==> config.mk <==
export PLATFORM = sky130hd
export DESIGN_NAME = sensor_room_moving_average
export DESIGN_NICKNAME = d
export VERILOG_FILES = /design/src/rtl/srma_pkg.sv /design/src/rtl/srma_front.sv /design/src/rtl/srma_back.sv /design/src/rtl/sensor_room_moving_average.sv
export SDC_FILE = /design/constraint.sdc
export NUM_CORES = 2
export LEC_CHECK = 0
export ABC_CLOCK_PERIOD_IN_PS = 13800
export BUFFER_PORTS_ARGS = -buffer_cell sky130_fd_sc_hd__buf_2
export CAP_MARGIN = 40
export CORE_UTILIZATION = 55
export CTS_CLUSTER_SIZE = 16
export DETAILED_ROUTE_END_ITERATION = 6
export PLACE_DENSITY_LB_ADDON = 0.12
export SYNTH_ARGS = -nofsm -noshare
export SYNTH_HDL_FRONTEND = slang
export SYNTH_HIERARCHICAL = 1
export SYNTH_SLANG_ARGS = --single-unit
export TNS_END_PERCENT = 50
==> constraint.sdc <==
create_clock -name clk -period 13.8 [get_ports clk]
set_input_delay 0.69 -clock clk [delete_from_list [all_inputs] [get_ports clk]]
set_output_delay 0.69 -clock clk [all_outputs]
set_load 0.02 [all_outputs]
==> src/rtl/srma_pkg.sv <==
// Shared types and codes for the sensor room moving average block.
package srma_pkg;

  localparam logic [1:0] KIND_MAP     = 2'd0;
  localparam logic [1:0] KIND_READING = 2'd1;

  localparam logic [1:0] ST_OK       = 2'd0;
  localparam logic [1:0] ST_UNMAPPED = 2'd1;
  localparam logic [1:0] ST_FULL     = 2'd2;
  localparam logic [1:0] ST_DUP      = 2'd3;

  typedef enum logic [1:0] {
    OP_MAP,
    OP_READ,
    OP_QUERY
  } op_t;

  typedef struct packed {
    op_t                op;
    logic [15:0]        sensor;
    logic [15:0]        room_id;
    logic signed [15:0] temperature;
    logic [31:0]        timestamp;
  } item_t;

  typedef enum logic [2:0] {
    B_IDLE,
    B_SCAN,
    B_DECIDE,
    B_OLD,
    B_UPD,
    B_DIVSET,
    B_DIV,
    B_FIN
  } bstate_t;

endpackage

==> src/rtl/srma_front.sv <==
// Front end: accepts stream transactions, classifies them and queues them.
module srma_front (
  input  logic                clk,
  input  logic                rst,
  input  logic                s_axis_tvalid,
  output logic                s_axis_tready,
  input  logic [1:0]          s_axis_tuser,   // kind
  input  logic [79:0]         s_axis_tdata,   // sensor, room_id, temperature, timestamp
  output logic                q_valid,
  output srma_pkg::item_t     q_item,
  input  logic                q_ready
);

  srma_pkg::item_t fifo_mem [2];
  srma_pkg::item_t in_item;
  logic            wr_ptr;
  logic            rd_ptr;
  logic [1:0]      count;
  logic            push;
  logic            pop;

  always_comb begin
    case (s_axis_tuser)
      srma_pkg::KIND_MAP:     in_item.op = srma_pkg::OP_MAP;
      srma_pkg::KIND_READING: in_item.op = srma_pkg::OP_READ;
      default:                in_item.op = srma_pkg::OP_QUERY;
    endcase
    in_item.sensor      = s_axis_tdata[15:0];
    in_item.room_id     = s_axis_tdata[31:16];
    in_item.temperature = s_axis_tdata[47:32];
    in_item.timestamp   = s_axis_tdata[79:48];
  end

  assign s_axis_tready = (count != 2'd2);
  assign push          = s_axis_tvalid & s_axis_tready;
  assign q_valid       = (count != 2'd0);
  assign pop           = q_valid & q_ready;
  assign q_item        = fifo_mem[rd_ptr];

  always_ff @(posedge clk) begin
    if (push) begin
      fifo_mem[wr_ptr] <= in_item;
    end
  end

  always_ff @(posedge clk) begin
    if (rst) begin
      wr_ptr <= 1'b0;
      rd_ptr <= 1'b0;
      count  <= 2'd0;
    end else begin
      if (push) wr_ptr <= ~wr_ptr;
      if (pop) rd_ptr <= ~rd_ptr;
      if (push && !pop) count <= count + 2'd1;
      else if (pop && !push) count <= count - 2'd1;
    end
  end

endmodule

==> src/rtl/srma_back.sv <==
// Back end: table search, window update, mean divider and output register.
module srma_back #(
  parameter int TABLE_ENTRIES = 16,
  parameter int WINDOW_LEN    = 5
) (
  input  logic            clk,
  input  logic            rst,
  input  logic            q_valid,
  input  srma_pkg::item_t q_item,
  output logic            q_ready,
  output logic            m_axis_tvalid,
  input  logic            m_axis_tready,
  output logic [1:0]      m_axis_tuser,   // status
  output logic [71:0]     m_axis_tdata    // room_out, average, sample_count, last_time, pad
);

  localparam int IW = (TABLE_ENTRIES > 1) ? $clog2(TABLE_ENTRIES) : 1;
  localparam int HW = (WINDOW_LEN > 1) ? $clog2(WINDOW_LEN) : 1;
  localparam int FW = $clog2(WINDOW_LEN + 1);
  localparam int SW = 17 + $clog2(WINDOW_LEN);
  localparam int NS = TABLE_ENTRIES * WINDOW_LEN;
  localparam int AW = (NS > 1) ? $clog2(NS) : 1;
  localparam int CW = $clog2(SW + 1);
  localparam logic [IW-1:0] LAST_IDX = IW'(TABLE_ENTRIES - 1);
  localparam logic [FW-1:0] W_FILL   = FW'(WINDOW_LEN);
  localparam logic [HW:0]   W_POS    = (HW + 1)'(WINDOW_LEN);

  // table record memories, read at the scan index, written at the hit index
  logic [15:0]        m_sensor [TABLE_ENTRIES];
  logic [15:0]        m_room   [TABLE_ENTRIES];
  logic [SW-1:0]      m_sum    [TABLE_ENTRIES];
  logic [FW-1:0]      m_fill   [TABLE_ENTRIES];
  logic [HW-1:0]      m_head   [TABLE_ENTRIES];
  logic [31:0]        m_time   [TABLE_ENTRIES];
  logic [15:0]        smp_mem  [NS];
  logic [TABLE_ENTRIES-1:0] entry_valid;

  srma_pkg::bstate_t state, state_next;
  srma_pkg::item_t   cur;

  logic [IW-1:0] idx, cmp_idx, hit_idx, free_idx;
  logic          cmp_v, hit, free_ok;
  logic [15:0]   rd_sensor, rd_room;
  logic [SW-1:0] rd_sum;
  logic [FW-1:0] rd_fill;
  logic [HW-1:0] rd_head;
  logic [31:0]   rd_time;

  logic [1:0]    status;
  logic [15:0]   rec_room;
  logic [SW-1:0] rec_sum;
  logic [FW-1:0] rec_fill;
  logic [HW-1:0] rec_head;
  logic [31:0]   rec_time;

  logic [AW-1:0] smp_addr, smp_a, addr_c;
  logic [15:0]   smp_rdata;
  logic          smp_we, rec_we;
  logic [HW:0]   pos_sum;
  logic [HW-1:0] pos, head_inc;
  logic [SW-1:0] temp_x, old_x;

  logic [SW-1:0] dq;
  logic [FW-1:0] drem;
  logic [CW-1:0] dcnt;
  logic          dneg;
  logic [FW:0]   rem_sh;
  logic          ge;
  logic [SW-1:0] avg_full;
  logic          out_free;

  logic          cmp_hit;

  assign temp_x  = {{(SW-16){cur.temperature[15]}}, cur.temperature};
  assign old_x   = {{(SW-16){smp_rdata[15]}}, smp_rdata};
  assign pos_sum = (HW + 1)'(rec_head) + (HW + 1)'(rec_fill);
  assign pos     = (rec_fill == W_FILL) ? rec_head :
                   (pos_sum >= W_POS) ? HW'(pos_sum - W_POS) : HW'(pos_sum);
  assign head_inc = ((HW + 1)'(pos) + (HW + 1)'(1) == W_POS) ? '0 : HW'(pos + HW'(1));
  assign addr_c  = AW'(hit_idx * AW'(WINDOW_LEN)) + AW'(pos);
  assign smp_a   = (state == srma_pkg::B_OLD) ? smp_addr : addr_c;
  assign cmp_hit = cmp_v && entry_valid[cmp_idx] && (rd_sensor == cur.sensor);
  assign rem_sh  = {drem, dq[SW-1]};
  assign ge      = rem_sh >= {1'b0, rec_fill};
  assign avg_full = dneg ? (~dq + SW'(1)) : dq;
  assign out_free = !m_axis_tvalid || m_axis_tready;

  always_comb begin
    state_next = state;
    q_ready    = 1'b0;
    smp_we     = 1'b0;
    rec_we     = 1'b0;
    case (state)
      srma_pkg::B_IDLE: begin
        q_ready = 1'b1;
        if (q_valid) state_next = srma_pkg::B_SCAN;
      end
      srma_pkg::B_SCAN: begin
        if (cmp_hit || (cmp_v && cmp_idx == LAST_IDX)) state_next = srma_pkg::B_DECIDE;
      end
      srma_pkg::B_DECIDE: begin
        state_next = srma_pkg::B_DIVSET;
        if (cur.op == srma_pkg::OP_MAP) begin
          if (!hit && free_ok) state_next = srma_pkg::B_UPD;
        end else if (cur.op == srma_pkg::OP_READ && hit) begin
          if (rec_fill == W_FILL) begin
            state_next = srma_pkg::B_OLD;
          end else begin
            smp_we     = 1'b1;
            state_next = srma_pkg::B_UPD;
          end
        end
      end
      srma_pkg::B_OLD: begin
        smp_we     = 1'b1;
        state_next = srma_pkg::B_UPD;
      end
      srma_pkg::B_UPD: begin
        rec_we     = 1'b1;
        state_next = srma_pkg::B_DIVSET;
      end
      srma_pkg::B_DIVSET: begin
        state_next = (rec_fill == '0) ? srma_pkg::B_FIN : srma_pkg::B_DIV;
      end
      srma_pkg::B_DIV: begin
        if (dcnt == CW'(1)) state_next = srma_pkg::B_FIN;
      end
      srma_pkg::B_FIN: begin
        if (out_free) state_next = srma_pkg::B_IDLE;
      end
      default: state_next = srma_pkg::B_IDLE;
    endcase
  end

  always_ff @(posedge clk) begin
    if (rst) state <= srma_pkg::B_IDLE;
    else     state <= state_next;
  end

  // record memories: registered read at the scan index
  always_ff @(posedge clk) begin
    if (rec_we) begin
      m_sensor[hit_idx] <= cur.sensor;
      m_room[hit_idx]   <= rec_room;
      m_sum[hit_idx]    <= rec_sum;
      m_fill[hit_idx]   <= rec_fill;
      m_head[hit_idx]   <= rec_head;
      m_time[hit_idx]   <= rec_time;
    end
    rd_sensor <= m_sensor[idx];
    rd_room   <= m_room[idx];
    rd_sum    <= m_sum[idx];
    rd_fill   <= m_fill[idx];
    rd_head   <= m_head[idx];
    rd_time   <= m_time[idx];
  end

  always_ff @(posedge clk) begin
    if (smp_we) smp_mem[smp_a] <= cur.temperature;
    smp_rdata <= smp_mem[smp_a];
  end

  always_ff @(posedge clk) begin
    if (rst) begin
      entry_valid <= '0;
    end else if (rec_we) begin
      entry_valid[hit_idx] <= 1'b1;
    end
  end

  always_ff @(posedge clk) begin
    case (state)
      srma_pkg::B_IDLE: begin
        cur     <= q_item;
        idx     <= '0;
        cmp_v   <= 1'b0;
        hit     <= 1'b0;
        free_ok <= 1'b0;
      end
      srma_pkg::B_SCAN: begin
        cmp_idx <= idx;
        cmp_v   <= 1'b1;
        if (idx != LAST_IDX) idx <= idx + IW'(1);
        if (cmp_hit) begin
          hit      <= 1'b1;
          hit_idx  <= cmp_idx;
          rec_room <= rd_room;
          rec_sum  <= rd_sum;
          rec_fill <= rd_fill;
          rec_head <= rd_head;
          rec_time <= rd_time;
        end else if (cmp_v && !entry_valid[cmp_idx] && !free_ok) begin
          free_ok  <= 1'b1;
          free_idx <= cmp_idx;
        end
      end
      srma_pkg::B_DECIDE: begin
        status <= srma_pkg::ST_OK;
        if (cur.op == srma_pkg::OP_MAP) begin
          if (hit) begin
            status <= srma_pkg::ST_DUP;
          end else begin
            status   <= free_ok ? srma_pkg::ST_OK : srma_pkg::ST_FULL;
            hit_idx  <= free_idx;
            rec_room <= free_ok ? cur.room_id : 16'd0;
            rec_sum  <= '0;
            rec_fill <= '0;
            rec_head <= '0;
            rec_time <= '0;
          end
        end else if (!hit) begin
          status   <= srma_pkg::ST_UNMAPPED;
          rec_room <= '0;
          rec_sum  <= '0;
          rec_fill <= '0;
          rec_time <= '0;
        end else if (cur.op == srma_pkg::OP_READ) begin
          if (cur.timestamp > rec_time) rec_time <= cur.timestamp;
          if (rec_fill == W_FILL) begin
            smp_addr <= addr_c;
            rec_head <= head_inc;
          end else begin
            rec_fill <= rec_fill + FW'(1);
            rec_sum  <= rec_sum + temp_x;
          end
        end
      end
      srma_pkg::B_OLD: begin
        rec_sum <= rec_sum - old_x + temp_x;
      end
      srma_pkg::B_DIVSET: begin
        dneg <= rec_sum[SW-1];
        dq   <= (rec_fill == '0) ? '0 : (rec_sum[SW-1] ? (~rec_sum + SW'(1)) : rec_sum);
        drem <= '0;
        dcnt <= CW'(SW);
      end
      srma_pkg::B_DIV: begin
        drem <= ge ? FW'(rem_sh - {1'b0, rec_fill}) : FW'(rem_sh);
        dq   <= {dq[SW-2:0], ge};
        dcnt <= dcnt - CW'(1);
      end
      default: begin
      end
    endcase
  end

  // output register
  always_ff @(posedge clk) begin
    if (rst) begin
      m_axis_tvalid <= 1'b0;
    end else if (state == srma_pkg::B_FIN && out_free) begin
      m_axis_tvalid <= 1'b1;
    end else if (m_axis_tready) begin
      m_axis_tvalid <= 1'b0;
    end
  end

  always_ff @(posedge clk) begin
    if (state == srma_pkg::B_FIN && out_free) begin
      m_axis_tuser <= status;
      m_axis_tdata <= {5'd0, rec_time, 3'(rec_fill), avg_full[15:0], rec_room};
    end
  end

  a_upd_sets_valid: assert property (@(posedge clk) disable iff (rst)
    (state == srma_pkg::B_UPD) |=> entry_valid[hit_idx])
    else $error("table write did not mark its entry valid");

  a_fill_bound: assert property (@(posedge clk) disable iff (rst)
    (state == srma_pkg::B_DIV) |-> (rec_fill <= W_FILL) && (rec_fill != '0))
    else $error("divider started with a bad sample count");

  a_result_loaded: assert property (@(posedge clk) disable iff (rst)
    (state == srma_pkg::B_FIN && out_free) |=> m_axis_tvalid && state == srma_pkg::B_IDLE)
    else $error("finished transaction not presented");

  a_idle_free: assert property (@(posedge clk) disable iff (rst)
    (state == srma_pkg::B_SCAN) |-> !q_ready)
    else $error("queue popped during a search");

endmodule

==> src/rtl/sensor_room_moving_average.sv <==
// Top level of the sensor room moving average block.
// Maps sensor ids to rooms in a table of TABLE_ENTRIES entries and keeps a
// window of the last WINDOW_LEN readings per mapped sensor. Each input
// transaction gives exactly one result transaction. Items queue in a
// two-deep buffer; the engine handles one item at a time: it takes the
// item from the queue, runs a search that reads one table entry per cycle
// (stopping early on a hit), updates the window, sets up the divider,
// runs a bit-serial divide (skipped for an empty window) and loads the
// result register, waiting first while the previous result waits on
// m_axis_tready.
// No clearing pass is needed after reset.
module sensor_room_moving_average #(
  parameter int TABLE_ENTRIES = 16,
  parameter int WINDOW_LEN    = 5
) (
  input  logic        clk,
  input  logic        rst,
  input  logic        s_axis_tvalid,
  output logic        s_axis_tready,
  input  logic [1:0]  s_axis_tuser,   // kind
  input  logic [79:0] s_axis_tdata,   // sensor, room_id, temperature, timestamp
  output logic        m_axis_tvalid,
  input  logic        m_axis_tready,
  output logic [1:0]  m_axis_tuser,   // status
  output logic [71:0] m_axis_tdata    // room_out, average, sample_count, last_time, pad
);

  logic            q_valid;
  logic            q_ready;
  srma_pkg::item_t q_item;

  srma_front u_front (
    .clk           (clk),
    .rst           (rst),
    .s_axis_tvalid (s_axis_tvalid),
    .s_axis_tready (s_axis_tready),
    .s_axis_tuser  (s_axis_tuser),
    .s_axis_tdata  (s_axis_tdata),
    .q_valid       (q_valid),
    .q_item        (q_item),
    .q_ready       (q_ready)
  );

  srma_back #(
    .TABLE_ENTRIES (TABLE_ENTRIES),
    .WINDOW_LEN    (WINDOW_LEN)
  ) u_back (
    .clk           (clk),
    .rst           (rst),
    .q_valid       (q_valid),
    .q_item        (q_item),
    .q_ready       (q_ready),
    .m_axis_tvalid (m_axis_tvalid),
    .m_axis_tready (m_axis_tready),
    .m_axis_tuser  (m_axis_tuser),
    .m_axis_tdata  (m_axis_tdata)
  );

endmodule
# ---- After elaboration in Yosys (flattened, before gate mapping)
# Memories as Yosys holds them, arrays and structs flattened. A register that Yosys moved wholly into a read port is not among the register bits.
# Index checks and enable logic that the tools add are counted.
dict set report totals {
  ff_bits 224
  ram_bits 2884
  input_bits 86
  out_inout_bits 76
  elab_cells 232
  memories 8
}
dict set report classes {
  add_sub_neg 16
  multipliers 1
  n_lt_le_gt_ge 6
  eq_ne 33
  mux 91
  bitwise_logic 9
  n_reduce_logical 42
}
# memory words width read_ports rd_clocked_by_memory_dff write_ports line_no
set mem_list {}
lappend mem_list {u_back.smp_mem 80 16 1 1 1 srma_back.sv:35} ;# logic [15:0] smp_mem [NS];
lappend mem_list {u_back.m_time 16 32 1 1 1 srma_back.sv:34} ;# logic [31:0] m_time [TABLE_ENTRIES];
lappend mem_list {u_back.m_sum 16 20 1 1 1 srma_back.sv:31} ;# logic [SW-1:0] m_sum [TABLE_ENTRIES];
lappend mem_list {u_back.m_room 16 16 1 1 1 srma_back.sv:30} ;# logic [15:0] m_room [TABLE_ENTRIES];
lappend mem_list {u_back.m_sensor 16 16 1 1 1 srma_back.sv:29} ;# logic [15:0] m_sensor [TABLE_ENTRIES];
lappend mem_list {u_front.fifo_mem 2 82 1 1 1 srma_front.sv:14} ;# srma_pkg::item_t fifo_mem [2];
lappend mem_list {{2 more memories} - - - - - -}
# cell count
set op_table {}
lappend op_table {{32-bit 2-to-1 mux} 6}
lappend op_table {{20-bit 2-to-1 mux} 8}
lappend op_table {{16-bit 2-to-1 mux} 6}
lappend op_table {{3-bit 2-to-1 mux} 22}
lappend op_table {{32-bit one-hot mux with 2 select lines} 1}
lappend op_table {{20-bit one-hot mux with 3 select lines} 1}
lappend op_table {{20-bit adder} 2}
lappend op_table {{20-bit one-hot mux with 2 select lines} 1}
lappend op_table {{32-bit > comparator} 1}
lappend op_table {{16-bit one-hot mux with 2 select lines} 1}
lappend op_table {{3-bit one-hot mux with 8 select lines} 1}
lappend op_table {{1-bit 2-to-1 mux} 21}
lappend op_table {{20-bit by 1-bit adder with 20-bit output, second input constant} 1}
lappend op_table {{20-bit NOT} 1}
lappend op_table {{5-bit AND reduction} 4}
lappend op_table {{20-bit subtractor} 1}
lappend op_table {{3-bit one-hot mux with 2 select lines} 3}
lappend op_table {{16-bit by 1-bit adder with 16-bit output, second input constant} 1}
lappend op_table {{16-bit equality test} 1}
lappend op_table {{4-bit 2-to-1 mux} 4}
lappend op_table {{16-bit NOT} 1}
lappend op_table {{16-bit OR} 1}
lappend op_table {{4-bit one-hot mux with 2 select lines} 2}
lappend op_table {{3-bit equality test, second input constant} 5}
lappend op_table {{46 further kinds} 102}

# ---- Depth between registers and ports, before layout
dict set report depth {
  word_depth 12
  mapped_depth 26
  mapped_depth_nobuf 22
}

# ---- Cells and area by module
# The synthesis kept the hierarchy.
# module n_inst cells_each area_per_inst_um2
set modules_own_cells {}
lappend modules_own_cells {srma_back 1 5976 118590.0}
lappend modules_own_cells {srma_front 1 281 6145.9}

# ---- Least setup slack after synthesis
# OpenSTA, ideal clock, no wires.
dict set report synth_timing {
  path_kind {register -> register}
  startpoint {reg u_back.state[0]}
  endpoint {mem u_back/m_fill[0][0] in the netlist's numbering (enable)}
  setup_time_ns 0.651
  t_arrival_ns 7.317
  required_ns 13.149
  path_slack_ns 5.832
  path_stages_with_launch 5
  path_buffers 1
  path_cell_list {dfxtp_1 clkbuf_1 nand2b_1 or4_1 nor3_1}
}
dict set report synth_between {
  elab_chain_cells 4
}
# item line_no
set synth_rtl {}
lappend synth_rtl {{start, declared} srma_back.sv:38} ;# srma_pkg::bstate_t state, state_next;
lappend synth_rtl {{start signal, assigned} srma_back.sv:136} ;# if (rst) state <= srma_pkg::B_IDLE;
lappend synth_rtl {{start signal, assigned} srma_back.sv:137} ;# else state <= state_next;
lappend synth_rtl {{3-bit equality test} srma_back.sv:93} ;# case (state)
lappend synth_rtl {{1-bit 2-to-1 mux} srma_back.sv:93}
lappend synth_rtl {{1-bit 2-to-1 mux} srma_back.sv:142} ;# if (rec_we) begin
lappend synth_rtl {{1-bit 2-to-1 mux (implied by the code)} srma_back.sv:146} ;# m_fill[hit_idx] <= rec_fill;
lappend synth_rtl {{end, declared} srma_back.sv:32} ;# logic [FW-1:0] m_fill [TABLE_ENTRIES];
# No other way between the ends.

# ---- Worst setup path after layout
dict set report layout_timing {
  startpoint {reg u_back.rec_fill[0]}
  endpoint {mem u_back.smp_mem[62][1] (enable)}
}
dict set report layout_between {
  elab_chain_cells 7
  elab_cells_between_ends 14
  cone_classes {add/sub: 3; order compare: 1; eq/ne: 1; mux: 9}
}
# item line_no
set layout_rtl {}
lappend layout_rtl {{start, declared} srma_back.sv:52} ;# logic [FW-1:0] rec_fill;
lappend layout_rtl {{start signal, assigned} srma_back.sv:189} ;# rec_fill <= rd_fill;
lappend layout_rtl {{start signal, assigned} srma_back.sv:223} ;# rec_fill <= rec_fill + FW'(1);
lappend layout_rtl {{branches (longest 7 deep; another with 7-bit by 3-bit adder with 7-bit output)} -}
lappend layout_rtl {{end, declared} srma_back.sv:35}
# Parallel ways; which one is timed is not known.

==> run summary <==
GRT
------------------------------------------------------------------------------------------------------
Initial antenna violation count                                                                      8
Total routing resource utilization after global routing                                          27.6%
First-pass GRT wire length                                                                   456000 um
Vias in the first global route                                                                   64700
Remaining global-route overflow                                                                      0
Largest net degree at the start of global routing                                                  155

CELLS AND AREA
------------------------------------------------------------------------------------------------------
Post-layout util                                                                                 63.1%
Share of final-layout standard cells stronger than drive strength 1                              21.0%
Storage cell area                                                                          97700 sq um
Final nets                                                                                        6986
Count of placed standard cells in the final layout, fillers left out                             10000
Fill cell instance count of the final layout                                                     15400
Syn-to-layout area delta                                                                         13.9%
Area occupied by multi-input gates                                                         25300 sq um

DETAILED ROUTING
------------------------------------------------------------------------------------------------------
Drt first-iter violations                                                                         8258
Average routed wire per standard cell                                                          31.6 um
First drt pass iteration count                                                                       7
Post-route ant nets                                                                                  0
Detail-routed via count per cell                                                                  6.48
Number of remaining DRC errors                                                                      29
Total detailed-routing wirelength                                                            317000 um
Number of vias in the routed layout                                                              64900

CLOCK NETWORK
------------------------------------------------------------------------------------------------------
Clock tree from TritonCTS                                                                          yes
Clk_lat worst skew                                                                              960 ps
Buffers from clock root to sink, at most                                                             4
Clock transition at the register clock pins on the worst setup and hold paths after CTS          60 ps
Root buffer cell                                                                             clkbuf_16
Number of clock buffers inserted by TritonCTS                                                      341
Clock sinks                                                                                       3297
Number of H-tree levels                                                                              5

POWER
------------------------------------------------------------------------------------------------------
Power density over the cells                                                               238 nW/um^2
Largest voltage drop on the vdd net                                                             260 uV
Reported leakage power                                                                         45.7 nW

YOSYS
------------------------------------------------------------------------------------------------------
Commonest cells post-synth                                                                edfxtp_1, mux4_2, nand2_1
Most repeated cell in the gate-level netlist after synthesis                                  edfxtp_1
Mapped Avg Cell Area                                                                        19.9 sq um
Share of flip-flops with an asynchronous set or reset after synthesis                               0%
Number of enable flip-flop cells after synthesis                                                  3166
Count of warnings emitted by yosys                                                                   6
Commonest register cell after synthesis                                                       edfxtp_1
Post-synthesis register bit count                                                                 3297
Cell type contributing the most total cell area after synthesis                               edfxtp_1
Synthesized area                                                                          125000 sq um
Leading post-synthesis cells by cell area                                                 edfxtp_1, mux4_2, dfxtp_1, a222oi_1, ha_1
Post-synthesis sequential area ratio                                                             78.3%
Number of distinct library cells after synthesis                                                    76
Post-synthesis cell count                                                                         6257
Proportion of netlist area held by the largest area contributor                                  76.2%

DIE
------------------------------------------------------------------------------------------------------
Number of rows in the core area                                                                    174
Effective utilization at floorplan                                                               55.4%
Io pins                                                                                            162
Chip Height                                                                                     478 um
Die area                                                                                  229000 sq um
Core area                                                                                 225000 sq um
Die Span X                                                                                      478 um

MIN PATH
------------------------------------------------------------------------------------------------------
Worst hold path depth                                                                                3
Worst min path class                                                                      input pin to register
Hold Path Origin                                                                          s_axis_tvalid
Capture endpoint of the worst hold path                                                   u_front/wr_ptr

OUTCOME
------------------------------------------------------------------------------------------------------
Outcome                                                                                   complete, but fails checks
Violated checks                                                                                    DRC

STA
------------------------------------------------------------------------------------------------------
Total negative slack                                                                              0 ps
Peak clock frequency supported by timing                                                     0.123 GHz
Worst-margin pin slew                                                                          1110 ps
Setup repair after global routing missed its margin                                                 no
Worst hold slack after final layout                                                            80.7 ps
Final worst path period share                                                                    59.0%
Headroom to the max-slew limit                                                                   25.8%
Final min period                                                                               8140 ps
Hold Violations, Final                                                                               0
Worst-case clock skew                                                                          58.2 ps
Max Transition Viols Final                                                                           0
Final number of setup-violating endpoints                                                            0

CRITICAL PATH
------------------------------------------------------------------------------------------------------
Crit Path Class                                                                           register to register
Series of cell instances along the critical path                                          ha_1 > fa_1 > inv_1 > ha_1 > nand2b_1 > a221oi_1 > mux2i_1 > nand2_1 > o21ai_0 > inv_1 > ha_1 > ha_1 > inv_1 > fa_1 > or3b_2 > mux2i_4 > buf_4 > buf_4 > nand2_1 > nor2_2 > buf_8
Startpoint kind of the worst setup timing path                                                register
Crit Reg-Reg Endpoint                                                                     u_back/smp_mem[62][1]
Required time worst endpoint                                                                  14420 ps
Startpoint of the worst register-to-register path                                         u_back/rec_fill[0]
Length in cells of the worst reg-to-reg path                                                        21
Worst endpoint data arrival time                                                               8760 ps
Worst reg-to-reg setup slack                                                                   5660 ps
Maximum net fanout on the critical path                                                             51
Delay of the slowest cell on the worst path                                                     830 ps
Cell type with the highest occurrence count on the critical path                                  ha_1
Setup crit end kind                                                                           register
Slowest cell on the critical path                                                             edfxtp_1

PLACEMENT
------------------------------------------------------------------------------------------------------
Placed cell count                                                                                 9338
Routability Congestion                                                                           0.844
Detailed Place HPWL                                                                          173000 um
Number of buffers inserted by port buffering                                                       156

JOB
------------------------------------------------------------------------------------------------------
Max_cap viols                                                                                        0

layout by cell type, fill, tap and decap left out, types with 25 or more instances in the layout:
| master | netlist | layout |
|---|---|---|
| edfxtp_1 | 3166 | 3166 |
| mux4_2 | 455 | 455 |
| clkbuf_16 | 0 | 348 |
| nand2_1 | 221 | 221 |
| buf_4 | 20 | 198 |
| nor2_1 | 196 | 176 |
| buf_2 | 90 | 157 |
| a22oi_1 | 144 | 144 |
| a222oi_1 | 143 | 143 |
| inv_1 | 141 | 139 |
| a22o_1 | 130 | 130 |
| dfxtp_1 | 131 | 130 |
| a21oi_1 | 127 | 127 |
| a221oi_1 | 117 | 117 |
| nand4_1 | 109 | 109 |
| ha_1 | 106 | 106 |
| o21ai_0 | 106 | 105 |
| clkbuf_1 | 153 | 95 |
| mux2_2 | 92 | 91 |
| nand3_1 | 90 | 90 |
| dlygate4sd3_1 | 0 | 81 |
| xnor2_1 | 74 | 74 |
| clkinv_2 | 0 | 59 |
| clkinv_1 | 0 | 45 |
| a21o_1 | 25 | 25 |
| buf_12 | 0 | 25 |
routing by layer:
metal / global-route usage, % / vias to the layer above / routed length [um]
met3: 3.52 / 560 / 25200
met1: 39.7 / 34100 / 128000
li1: - / 27000 / -
met2: 44.1 / 3223 / 152000
met4: 9.73 / 4 / 11400
met5: 0 / - / 25
cells by family after synthesis:
logic type,after synthesis,synth area share (%)
XOR/XNOR,93,0.653
multiplexers,580,9.33
other,1,0.00301
AO/OA/AOI/OAI,947,5.81
AND/OR/NAND/NOR,747,2.84
buffers and inverters,463,1.62
adder cells (fa/ha/maj),129,1.43
flip-flops,3297,78.3
state kept, by name, summed over array words and instances (netlist names), 48 cells and up, named ones only:
| signal | count |
|---|---|
| u_back/smp_mem | 1280 |
| u_back/m_time | 512 |
| u_front/fifo_mem | 164 |
| u_back/m_sum | 320 |
| u_back/m_room | 256 |
| u_back/m_fill | 48 |
| u_back/cur | 82 |
| u_back/m_head | 48 |
| u_back/m_axis_tdata | 67 |
| u_back/m_sensor | 256 |
power by group:
part / internal, mW / switching (mW)
Clock: 5.18 / 3.66
Sequential: 12.5 / 0.664
Combinational: 4.15 / 7.62
worst max-delay path, delay by kind of cell, from the launching register on:
family	cells	cell delay, ps
adders and majority gates	6	2140
and+or+nand+nor	5	1870
buffers and inverters	6	1840
DFF	1	830
AOI/OAI and AO/OA	2	670
muxes	2	450
metrics by stage:
step           setup slack, ps  cell area [sq um]  power (mW)
6_report                  5660             142000        33.8
5_1_grt                   5350             142000        35.0
4_1_cts                   5430             142000        33.9
3_5_place_dp              5440             131000        25.0
3_3_place_gp              5480             130000        24.7
2_1_floorplan             5830             125000        20.5
area by class of cell:
class                      instances  share of cell area, %
timing repair buffer             488                   2.92
sequential                      3297                   68.7
inverter                         142                  0.379
multi-input combinational       2501                   17.8
antenna                            3                0.00528
clock inverter                   140                  0.919
tap                             2992                   2.63
clock buffer                     463                   6.57
worst max-delay path by stage:
| stage | from | endpoint | slack (ps) | cells past startpoint |
|---|---|---|---|---|
| finish | u_back/rec_fill[0] | u_back/smp_mem[62][1] | 5660 | 21 |
| global route | u_back/rec_fill[0] | u_back/smp_mem[77][11] | 5350 | 22 |
| CTS | u_back/rec_fill[0] | u_back/smp_mem[61][8] | 5430 | 21 |
| detailed placement | u_back/rec_fill[0] | u_back/smp_mem[61][7] | 5440 | 21 |
| global placement | u_back/rec_fill[0] | u_back/smp_mem[61][6] | 5480 | 20 |
| floorplan | u_back/state[0] | u_back/m_fill[0][0] | 5830 | 4 |
repair_timing:
action / 4_1_cts / 5_1_grt
endpoints found under the hold margin: 162 / 0
gates resized for setup: 0 / 0
buffers inserted: 0 / 0
hold buffers: 81 / 0
(Power assumes the default switching activity.)
